### config.mk
export PLATFORM = sky130hd
export DESIGN_NAME = imu_angle_frame_parser_core
export DESIGN_NICKNAME = d
export VERILOG_FILES = /design/src/design/imuafp_pkg.sv /design/src/design/imuafp_div.sv /design/src/design/imu_angle_frame_parser_core.sv
export SDC_FILE = /design/constraint.sdc
export NUM_CORES = 1
export LEC_CHECK = 0
export ABC_AREA = 1
export BUFFER_PORTS_ARGS = -buffer_cell sky130_fd_sc_hd__buf_2
export CORE_UTILIZATION = 25
export DETAILED_ROUTE_END_ITERATION = 12
export PLACE_DENSITY = 0.38
export SLEW_MARGIN = 30
export SYNTH_ARGS = -nofsm -noshare
export SYNTH_HDL_FRONTEND = slang
export SYNTH_SLANG_ARGS = --single-unit
### constraint.sdc
create_clock -name clock -period 12.9 [get_ports clock]
set_clock_uncertainty 0.15 [all_clocks]
set_input_delay 2.58 -clock clock [delete_from_list [all_inputs] [get_ports clock]]
set_output_delay 2.58 -clock clock [all_outputs]
set_load 0.01 [all_outputs]
### src/design/imuafp_pkg.sv
// Shared constants and interface types of the IMU angle frame parser.
`default_nettype none
package imuafp_pkg;

   localparam int FRAME_LEN = 11;
   localparam int SUM_LEN = 10;
   localparam logic [7:0] FRAME_HEADER = 8'h55;
   localparam logic [7:0] FRAME_TYPE_ANGLE = 8'h53;
   localparam logic [15:0] DEFAULT_SAMPLES = 16'd10;
   localparam logic signed [15:0] YAW_SCALE = 16'sd18000;
   localparam int YAW_SHIFT = 15;
   localparam int DIV_STEPS = 32;

   typedef struct packed {
      logic               start;
      logic signed [31:0] dividend;
      logic [15:0]        divisor;
   } div_req_type;

   typedef struct packed {
      logic               done;
      logic signed [31:0] quotient;
   } div_rsp_type;

endpackage
`default_nettype wire

### src/design/imuafp_div.sv
// Iterative signed-by-unsigned restoring divider, one quotient bit per cycle.
`default_nettype none
module imuafp_div (
   input  wire logic                      clock,
   input  wire logic                      reset,
   input  wire imuafp_pkg::div_req_type   div_req,
   output imuafp_pkg::div_rsp_type        div_rsp
);

   localparam int CountWidth = $clog2(imuafp_pkg::DIV_STEPS);

   logic                  busy_ff;
   logic                  fix_ff;
   logic [CountWidth-1:0] count_ff;
   logic [15:0]           rem_ff;
   logic [31:0]           quo_ff;
   logic [15:0]           divisor_ff;
   logic                  neg_ff;
   logic                  done_ff;
   logic signed [31:0]    result_ff;

   logic [16:0] shifted_in;
   logic        fits_in;

   assign shifted_in = {rem_ff, quo_ff[31]};
   assign fits_in = shifted_in >= {1'b0, divisor_ff};

   always_ff @(posedge clock) begin
      if (reset) begin
         busy_ff <= 1'b0;
         fix_ff <= 1'b0;
         done_ff <= 1'b0;
         count_ff <= '0;
      end else begin
         done_ff <= 1'b0;
         if (div_req.start) begin
            busy_ff <= 1'b1;
            fix_ff <= 1'b0;
            count_ff <= '0;
            rem_ff <= '0;
            divisor_ff <= div_req.divisor;
            neg_ff <= div_req.dividend[31];
            quo_ff <= div_req.dividend[31] ? 32'(-div_req.dividend) : div_req.dividend;
         end else if (busy_ff) begin
            // Remainder stays below the divisor, so its low 16 bits suffice.
            rem_ff <= fits_in ? 16'(shifted_in - {1'b0, divisor_ff}) : shifted_in[15:0];
            quo_ff <= {quo_ff[30:0], fits_in};
            count_ff <= count_ff + 1'b1;
            if (count_ff == CountWidth'(imuafp_pkg::DIV_STEPS - 1)) begin
               busy_ff <= 1'b0;
               fix_ff <= 1'b1;
            end
         end else if (fix_ff) begin
            fix_ff <= 1'b0;
            done_ff <= 1'b1;
            result_ff <= neg_ff ? -$signed(quo_ff) : $signed(quo_ff);
         end
      end
   end

   assign div_rsp.done = done_ff;
   assign div_rsp.quotient = result_ff;

endmodule
`default_nettype wire

### src/design/imu_angle_frame_parser_core.sv
// Top level of the IMU angle frame parser: byte window, frame check, yaw scaling, calibration.
`default_nettype none
// Each request carries either one received serial byte or a start-calibration
// command, and produces exactly one response with the frame flags and the
// current yaw, offset and counter values. A small sequencer runs one request at
// a time and req_ready is low while it works. A command or a byte that does not
// complete an angle frame goes straight from acceptance to the output step. A
// byte that completes an angle frame walks the checksum through one 8-bit adder,
// one byte per cycle; a bad frame then goes to the output step, and a good one
// first passes the checksum, multiply, scale and calibration update steps. The
// good frame that ends a calibration run also waits for the 32-step divider. A
// new request is taken while the previous response still waits on rsp_ready;
// the sequencer only stalls at its last step if that response has not been
// taken yet.
module imu_angle_frame_parser_core #(
   parameter int BUFFER_DEPTH = 64
) (
   input  wire logic               clock,
   input  wire logic               reset,
   input  wire logic               req_valid,
   output logic                    req_ready,
   input  wire logic               req_mode,
   input  wire logic [7:0]         req_rx_byte,
   input  wire logic [15:0]        req_cal_samples,
   output logic                    rsp_valid,
   input  wire logic               rsp_ready,
   output logic                    rsp_angle_valid,
   output logic                    rsp_checksum_error,
   output logic signed [15:0]      rsp_yaw_raw,
   output logic signed [16:0]      rsp_yaw_corrected,
   output logic signed [15:0]      rsp_yaw_zero_offset,
   output logic                    rsp_cal_complete,
   output logic [31:0]             rsp_good_frames,
   output logic [31:0]             rsp_bad_frames
);

   localparam int PosWidth = $clog2(BUFFER_DEPTH + 1);
   localparam int IdxWidth = $clog2(imuafp_pkg::FRAME_LEN);

   typedef enum logic [2:0] {
      ST_IDLE,
      ST_SUM,
      ST_CHK,
      ST_MUL,
      ST_SCL,
      ST_CAL,
      ST_DIV,
      ST_OUT
   } state_type;

   state_type          state_ff;
   logic [7:0]         window_ff [imuafp_pkg::FRAME_LEN];
   logic [PosWidth-1:0] pos_ff;
   logic signed [15:0] yaw_raw_ff;
   logic signed [15:0] scaled_ff;
   logic signed [15:0] offset_ff;
   logic [15:0]        left_ff;
   logic [15:0]        target_ff;
   logic signed [31:0] sum_ff;
   logic               fin_ff;
   logic [31:0]        good_ff;
   logic [31:0]        bad_ff;
   logic               good_flag_ff;
   logic               bad_flag_ff;
   logic [IdxWidth-1:0] idx_ff;
   logic [7:0]         acc_ff;
   logic signed [31:0] prod_ff;
   logic               rsp_valid_ff;

   logic [PosWidth-1:0] pos_in;
   logic signed [31:0]  rounded_in;
   logic signed [15:0]  scaled_in;
   logic signed [31:0]  sum_in;
   logic [15:0]         count_in;
   logic                frame_in;
   logic                last_sample_in;

   imuafp_pkg::div_req_type div_req;
   imuafp_pkg::div_rsp_type div_rsp;

   // The position restarts when it has reached the buffer depth; the new byte
   // then counts as the first one after the wrap.
   assign pos_in = (pos_ff >= PosWidth'(BUFFER_DEPTH)) ? PosWidth'(1) : pos_ff + 1'b1;

   // A frame is examined once eleven bytes are in since the last wrap and the
   // window, after this byte shifts in, starts with the angle frame header.
   assign frame_in = (pos_in >= PosWidth'(imuafp_pkg::FRAME_LEN))
                     && (window_ff[1] == imuafp_pkg::FRAME_HEADER)
                     && (window_ff[2] == imuafp_pkg::FRAME_TYPE_ANGLE);

   // Division by 32768 truncated toward zero: negative products get a bias of
   // 32767 before the arithmetic shift.
   assign rounded_in = prod_ff + (prod_ff[31] ? 32'sd32767 : 32'sd0);
   assign scaled_in = 16'(rounded_in >>> imuafp_pkg::YAW_SHIFT);

   assign sum_in = sum_ff + 32'(scaled_ff);
   assign count_in = (req_cal_samples == 16'd0) ? imuafp_pkg::DEFAULT_SAMPLES
                                                : req_cal_samples;
   assign last_sample_in = (left_ff == 16'd1);

   assign div_req.start = (state_ff == ST_CAL) && (left_ff != 16'd0) && !fin_ff
                          && last_sample_in;
   assign div_req.dividend = sum_in;
   assign div_req.divisor = target_ff;

   imuafp_div u_div (
      .clock   (clock),
      .reset   (reset),
      .div_req (div_req),
      .div_rsp (div_rsp)
   );

   assign req_ready = (state_ff == ST_IDLE);

   always_ff @(posedge clock) begin
      if (reset) begin
         state_ff <= ST_IDLE;
         for (int i = 0; i < imuafp_pkg::FRAME_LEN; i++) begin
            window_ff[i] <= 8'h00;
         end
         pos_ff <= '0;
         yaw_raw_ff <= '0;
         scaled_ff <= '0;
         offset_ff <= '0;
         left_ff <= '0;
         target_ff <= '0;
         sum_ff <= '0;
         fin_ff <= 1'b0;
         good_ff <= '0;
         bad_ff <= '0;
         good_flag_ff <= 1'b0;
         bad_flag_ff <= 1'b0;
         idx_ff <= '0;
         acc_ff <= '0;
         rsp_valid_ff <= 1'b0;
      end else begin
         // In the output step a taken response is replaced by the new one below.
         if (rsp_valid_ff && rsp_ready && (state_ff != ST_OUT)) begin
            rsp_valid_ff <= 1'b0;
         end
         case (state_ff)
            ST_IDLE: begin
               if (req_valid) begin
                  good_flag_ff <= 1'b0;
                  bad_flag_ff <= 1'b0;
                  if (req_mode) begin
                     // A new command restarts any calibration in progress.
                     fin_ff <= 1'b0;
                     sum_ff <= '0;
                     target_ff <= count_in;
                     left_ff <= count_in;
                     state_ff <= ST_OUT;
                  end else begin
                     for (int i = 0; i < imuafp_pkg::FRAME_LEN - 1; i++) begin
                        window_ff[i] <= window_ff[i + 1];
                     end
                     window_ff[imuafp_pkg::FRAME_LEN - 1] <= req_rx_byte;
                     pos_ff <= pos_in;
                     idx_ff <= '0;
                     acc_ff <= '0;
                     state_ff <= frame_in ? ST_SUM : ST_OUT;
                  end
               end
            end
            ST_SUM: begin
               acc_ff <= acc_ff + window_ff[idx_ff];
               idx_ff <= idx_ff + 1'b1;
               if (idx_ff == IdxWidth'(imuafp_pkg::SUM_LEN - 1)) begin
                  state_ff <= ST_CHK;
               end
            end
            ST_CHK: begin
               if (acc_ff != window_ff[imuafp_pkg::FRAME_LEN - 1]) begin
                  bad_ff <= bad_ff + 1'b1;
                  bad_flag_ff <= 1'b1;
                  state_ff <= ST_OUT;
               end else begin
                  good_ff <= good_ff + 1'b1;
                  good_flag_ff <= 1'b1;
                  yaw_raw_ff <= {window_ff[7], window_ff[6]};
                  state_ff <= ST_MUL;
               end
            end
            ST_MUL: begin
               prod_ff <= yaw_raw_ff * imuafp_pkg::YAW_SCALE;
               state_ff <= ST_SCL;
            end
            ST_SCL: begin
               scaled_ff <= scaled_in;
               state_ff <= ST_CAL;
            end
            ST_CAL: begin
               if ((left_ff != 16'd0) && !fin_ff) begin
                  sum_ff <= sum_in;
                  left_ff <= left_ff - 1'b1;
                  state_ff <= last_sample_in ? ST_DIV : ST_OUT;
               end else begin
                  state_ff <= ST_OUT;
               end
            end
            ST_DIV: begin
               if (div_rsp.done) begin
                  offset_ff <= div_rsp.quotient[15:0];
                  fin_ff <= 1'b1;
                  state_ff <= ST_OUT;
               end
            end
            ST_OUT: begin
               if (!rsp_valid_ff || rsp_ready) begin
                  rsp_valid_ff <= 1'b1;
                  rsp_angle_valid <= good_flag_ff;
                  rsp_checksum_error <= bad_flag_ff;
                  rsp_yaw_raw <= yaw_raw_ff;
                  rsp_yaw_corrected <= {scaled_ff[15], scaled_ff}
                                       - {offset_ff[15], offset_ff};
                  rsp_yaw_zero_offset <= offset_ff;
                  rsp_cal_complete <= fin_ff;
                  rsp_good_frames <= good_ff;
                  rsp_bad_frames <= bad_ff;
                  state_ff <= ST_IDLE;
               end
            end
            default: begin
               state_ff <= ST_IDLE;
            end
         endcase
      end
   end

   assign rsp_valid = rsp_valid_ff;

endmodule
`default_nettype wire

Yosys cells after proc, flatten, opt, wreduce, memory -nomap -nowiden:

Memories as Yosys holds them, arrays and structs flattened. A register that Yosys moved wholly into a read port is not among the register bits.
Index checks and enable logic that the tools add are counted.

* logic and storage cells: 198
* output and inout port bits: 118
* register bits after elaboration: 435
* memories: 1
* bits in writable memories: 88

Memories
* window_ff: depth 11, width 8, rd ports 11, clocked after memory_dff 1, write ports 11, RTL line imu_angle_frame_parser_core.sv:52 `logic [7:0] window_ff [imuafp_pkg::FRAME_LEN];`

* equality and inequality tests: 23
* multipliers: 1
* magnitude comparators: 3
* reductions and logical operators: 38
* add/subtract/negate cells: 13
* multiplexer cells: 69
* bitwise gates (word level): 16

Operators by type and width (number)
* 2-to-1 mux 32 bit: 6
* 2-to-1 mux 16 bit: 7
* 2-to-1 mux 8 bit: 13
* adder 32 x 1 -> 32 bit, second input constant: 2
* one-hot mux 32 bit (2 select lines): 1
* adder 32 x 16 -> 32 bit: 1
* negation 32 bit: 1
* one-hot mux 16 bit (2 select lines): 1
* adder 31 x 16 -> 31 bit: 1
* multiplier 16 x 12 -> 28 bit, second input constant: 1
* one-hot mux 3 bit (8 select lines): 1
* 2-to-1 mux 1 bit: 22
* 2-to-1 mux 3 bit: 7
* AND reduction 3 bit: 6
* >= comparator 17 x 16 -> 1 bit: 1
* subtractor 16 x 16 -> 17 bit: 1
* equality test 16 x 1 -> 1 bit, second input constant: 1
* equality test 8 x 7 -> 1 bit, second input constant: 2
* logical NOT 16 bit: 1
* 2-to-1 mux 4 bit: 4
* negation 16 bit: 1
* one-hot mux 8 bit (2 select lines): 1
* AND reduction 4 bit: 4
* nonzero test 16 bit: 1
* 31 further kinds: 76

Logic depth before layout (Yosys ltp):

* depth after elaboration: 9
* depth in mapped cells: 21
* gate-level depth less buffers: 20

Cells and area by module:

From an unflattened synthesis, not the netlist that was laid out.

* cells, all modules: 4133
* area total of the unflattened synthesis: 32478.6 sq um

Modules (own cells, without submodules)
* imu_angle_frame_parser_core: seq. area each 11090.6 sq um, times used 1, cells an instance 3227, area an instance 25572.0 sq um
* imuafp_div: seq. area each 3072.9 sq um, times used 1, cells an instance 906, area an instance 6906.6 sq um

Least setup slack after synthesis:

No wires, ideal clock.

* kind: input to register
* start point: in reset
* end point: reg rsp_angle_valid, enable pin
* setup slack: 994 ps
* stages on the path: 4
* arrival: 11023 ps
* path buffers: 3
* library setup time: 733 ps
* cells stage by stage: clkbuf_1 -> clkbuf_1 -> clkbuf_1 -> nor3_1

* cells in the longest elaborated chain, start to end: 2

Ends and longest elaborated chain
* start: declaration: RTL line imu_angle_frame_parser_core.sv:19 `input wire logic reset,`
* NOT 1 bit (no source line)
* AND reduction 3 bit (no source line)
* end signal: assignment: RTL line imu_angle_frame_parser_core.sv:211 `rsp_angle_valid <= good_flag_ff;`
* end: declaration: RTL line imu_angle_frame_parser_core.sv:27 `output logic rsp_angle_valid,`

No other way between the ends.
A chain may end at the register's enable or synchronous reset.

Worst setup path in the final report:

* start point: reg yaw_raw_ff[4], read port of window_ff
* end point: reg prod_ff[29] (data pin)

* cells in the longest elaborated chain, start to end: 1

Ends and longest elaborated chain
* start: declaration: RTL line imu_angle_frame_parser_core.sv:54 `logic signed [15:0] yaw_raw_ff;`
* multiplier 16 x 12 -> 28 bit: RTL line imu_angle_frame_parser_core.sv:185 `prod_ff <= yaw_raw_ff * imuafp_pkg::YAW_SCALE;`
* end signal: assignment: RTL line imu_angle_frame_parser_core.sv:185
* end: declaration: RTL line imu_angle_frame_parser_core.sv:67 `logic signed [31:0] prod_ff;`

No other way between the ends.

==> flow_metrics.py <==
metrics = {
    "synthesis": {
        "synth_mux_area_share_pct": 0,
        "ys_top_cells_by_area": "edfxtp_1 31%, dfxtp_1 14%, nand2_1 9.8%",
        "syn-instance-count": 3684,
        "synth.top_cell.area_share_pct": 31.0,
        "yosys_warnings": 0,
        "synth_area_sq_mm": 0.0303,
        "async_flop_share_pct": 0,
        "synth_xor_area_share_pct": 3.64,
        "synth_flop_cell": "edfxtp_1",
        "synth-simple-area-share_pct": 21.9,
        "synth-adder-area-share_pct": 9.89,
        "syn-num-nets": 3929,
        "synth_edf_count": 313,
        "yosysTopAreaCell": "edfxtp_1",
        "synth_cell_type_count": 64,
        "avgSynthCellArea_sq_um": 8.24,
        "synth_top_family_by_area": "simple AND/OR/NAND/NOR gates",
        "ys_seq_area_share_pct": 45.1,
        "synth_compound_area_share_pct": 10.9,
        "ys_ff_latch": 527,
    },
    "placed_design": {
        "port_buffers": 146,
        "place_congestion": 0.812,
        "pre_cts_ws_ns": 7.56,
        "dp_cells": 5371,
        "hpwl_um": 67000,
    },
    "worst_setup_path": {
        "crit_path_top_delay_cell": "dfxtp_1",
        "crit_path_max_fanout": 7,
        "arrival_ns": 4.96,
        "crit_chain": "ha_1 -> fa_1 -> fa_1 -> inv_1 -> fa_1 -> inv_1 -> ha_1 -> nand2_1 -> nor2_1 -> o21ai_0 -> nand2_1 -> a31oi_1 -> o21ai_0 -> nand4_1 -> o21ai_0 -> xor2_1",
        "cp_num_buf_inv": 2,
        "start_kind": "register",
        "max_stage_delay_ns": 0.57,
        "cp-end-kind": "register",
        "critPathKind": "register to register",
        "crit_family": "adder cells",
        "cp.required_ns": 13.12,
    },
    "hold_path": {
        "hold_class": "register to register",
    },
    "clock_network": {
        "numCtsBuffers": 69,
        "clock_tree.root_cell": "clkbuf_16",
        "cts_setup_buffers": 0,
        "cts.htree.levels": 3,
        "cts_tree": "done",
        "hold_buffers": 0,
        "ctsLongestPathBuffers": 3,
        "postCtsResizedCells": 0,
        "clk_latency_ns": 0.64,
        "path_clk_slew_ns": 0.05,
        "cts.sinks": 527,
    },
    "global_route": {
        "grt_use_met1_pct": 20.1,
        "grt_pass1_vias": 23485,
        "grt_usage_pct": 14.6,
        "grt_pass1_wl_um": 139000,
        "use_met2_pct": 23.8,
        "grt_antenna_before_repair": 1,
        "grtUsageMet3_pct": 2.03,
        "grt_max_degree": 88,
        "grt_overflow": 0,
        "grt.busiest_layer": "met2",
    },
    "sta": {
        "setup_viol": 0,
        "slew_viol_final": 0,
        "whs_ns": 0.273,
        "slew_headroom_pct": 39.1,
        "finalSetupTns_ns": 0,
        "rsz0062_at_grt": "no",
        "fin_crit_sh_pct": 36.7,
        "tightest_slew_ns": 0.914,
        "fmax_ghz": 0.211,
        "fin_ws_ns": 8.16,
        "min_period_ns": 4.74,
        "hold_viol": 0,
    },
    "floorplan": {
        "core-area_sq_mm": 0.120,
        "fp-row-count": 127,
        "dieArea_sq_mm": 0.123,
        "initial_core_util_pct": 25.3,
        "fp.dieW_um": 350,
        "ios": 147,
        "fp.dieH_um": 350,
    },
    "layout": {
        "fillers": 13022,
        "n_antenna_cell": 0,
        "area_delta_synth_final_pct": 15.7,
        "nets": 4075,
        "stdcell_count": 5498,
        "layout_commonest_cell": "nand2_1",
        "drive_gt1_share_pct": 9.68,
        "layout_common_cells": "794 x nand2_1, 576 x inv_1, 321 x nor2_1, 313 x edfxtp_1, 309 x a21oi_1",
    },
    "routing": {
        "drtIter0Drc": 1327,
        "wire_per_inst_um": 16.3,
        "drc": 0,
        "dr.pass1.iters": 5,
        "wl_um": 89700,
        "postRouteAntennaNets": 0,
        "viasPerCell": 4.35,
        "routed-via-count": 23902,
    },
    "pwr": {
        "pwr_density_cell_mw_per_mm2": 152,
        "ir_drop_mv": 0.0982,
        "p_leak_nw": 15.1,
    },
    "status": {
        "outcome": "finished, final reports clean",
    },
    "run": {
        "drv_cap": 0,
    },
}
[synth_stat cells (9+ instances only)]
cell type	count
nand2_2	28
o22ai_1	9
dfxtp_1	214
inv_1	576
a21oi_1	310
o211ai_1	21
nor4_1	18
o21ai_0	209
o21ai_1	18
clkbuf_1	66
nor2_4	13
nor3b_1	11
nor2_1	324
xnor2_1	45
nand4_1	47
nor2_2	12
buf_2	11
nand3_2	15
ha_1	176
edfxtp_1	313
nor3_1	63
nand2_1	796
xor2_1	81
a31oi_1	9
nand3_1	158
fa_1	40
[path summary, 6_finish.rpt]
| kind | slack [ns] | startpoint | cells past startpoint | to |
|---|---|---|---|---|
| setup / recovery | 8.16 | yaw_raw_ff[4]$_SDFFE_PP0P_ | 16 | prod_ff[29]$_DFFE_PP_ |
| hold / removal | 0.27 | good_ff[31]$_SDFFE_PP0P_ | 0 | rsp_good_frames[31]$_DFFE_PP_ |
| setup reg to reg | 8.16 | yaw_raw_ff[4]$_SDFFE_PP0P_ | 16 | prod_ff[29]$_DFFE_PP_ |
| hold reg to reg | 0.27 | good_ff[31]$_SDFFE_PP0P_ | 0 | rsp_good_frames[31]$_DFFE_PP_ |
[per-stage QoR]
step                area (sq um)  util (%)  total power, mW
global placement           32900      27.4             3.51
finish                     35100      29.2             5.33
CTS                        35100      29.2             5.44
floorplan                  30300         -             3.08
detailed placement         32900      27.4             3.51
global route               35100      29.2             5.68
[registers in the layout (all words and copies together), names as in the netlist, 7 cells and up, named ones only]
| signal | cells |
|---|---|
| window_ff | 88 |
| bad_ff | 32 |
| good_ff | 32 |
| rsp_bad_frames | 32 |
| rsp_good_frames | 32 |
| sum_ff | 32 |
| u_div.quo_ff | 32 |
| prod_ff | 28 |
| rsp_yaw_corrected | 17 |
| left_ff | 16 |
| offset_ff | 16 |
| rsp_yaw_raw | 16 |
| rsp_yaw_zero_offset | 16 |
| scaled_ff | 16 |
| target_ff | 16 |
| u_div.divisor_ff | 16 |
| u_div.rem_ff | 16 |
| u_div.result_ff | 16 |
| yaw_raw_ff | 16 |
| acc_ff | 8 |
| pos_ff | 7 |
[power by group]
part / internal (mW) / switching, mW
sequential: 1.93 / 0.110
clock: 1.09 / 0.796
combinational: 0.446 / 0.966
total: 3.46 / 1.87
[final cells by class]
type                    instances  area (sq um)  share of cell area (%)
clock buffers                 103          1970                    5.60
clock inverters                24           215                   0.613
inverters                     589          2210                    6.31
multi-input cells            2478         14100                    40.3
flip-flops and latches        527         13700                    39.0
well taps                    1612          2020                    5.74
repair buffers                165           883                    2.52
[worst reg2reg max path, stage by stage, from the launching register on]
cell and delay [ns]:
dfxtp_1 0.57, ha_1 0.32, fa_1 0.49, fa_1 0.55, inv_1 0.06, fa_1 0.53, inv_1 0.04, ha_1 0.37
nand2_1 0.10, nor2_1 0.19, o21ai_0 0.12, nand2_1 0.09, a31oi_1 0.07, o21ai_0 0.35, nand4_1 0.17, o21ai_0 0.23
xor2_1 0.09
[routing by layer]
layer | vias up | routed length, um | share of wire (%)
li1 | 12426 | - | -
met1 | 11052 | 44400 | 50
met2 | 325 | 40700 | 45
met3 | 99 | 2710 | 3.0
met4 | 0 | 1900 | 2.1
met5 | - | 0 | 0
[logic make-up after synthesis]
family | Yosys count
compound gates | 619
xor+xnor | 126
fa+ha+maj | 216
buf+inv | 679
flops | 527
simple gates | 1517
No activity file was read; power rests on OpenSTA's default activity.
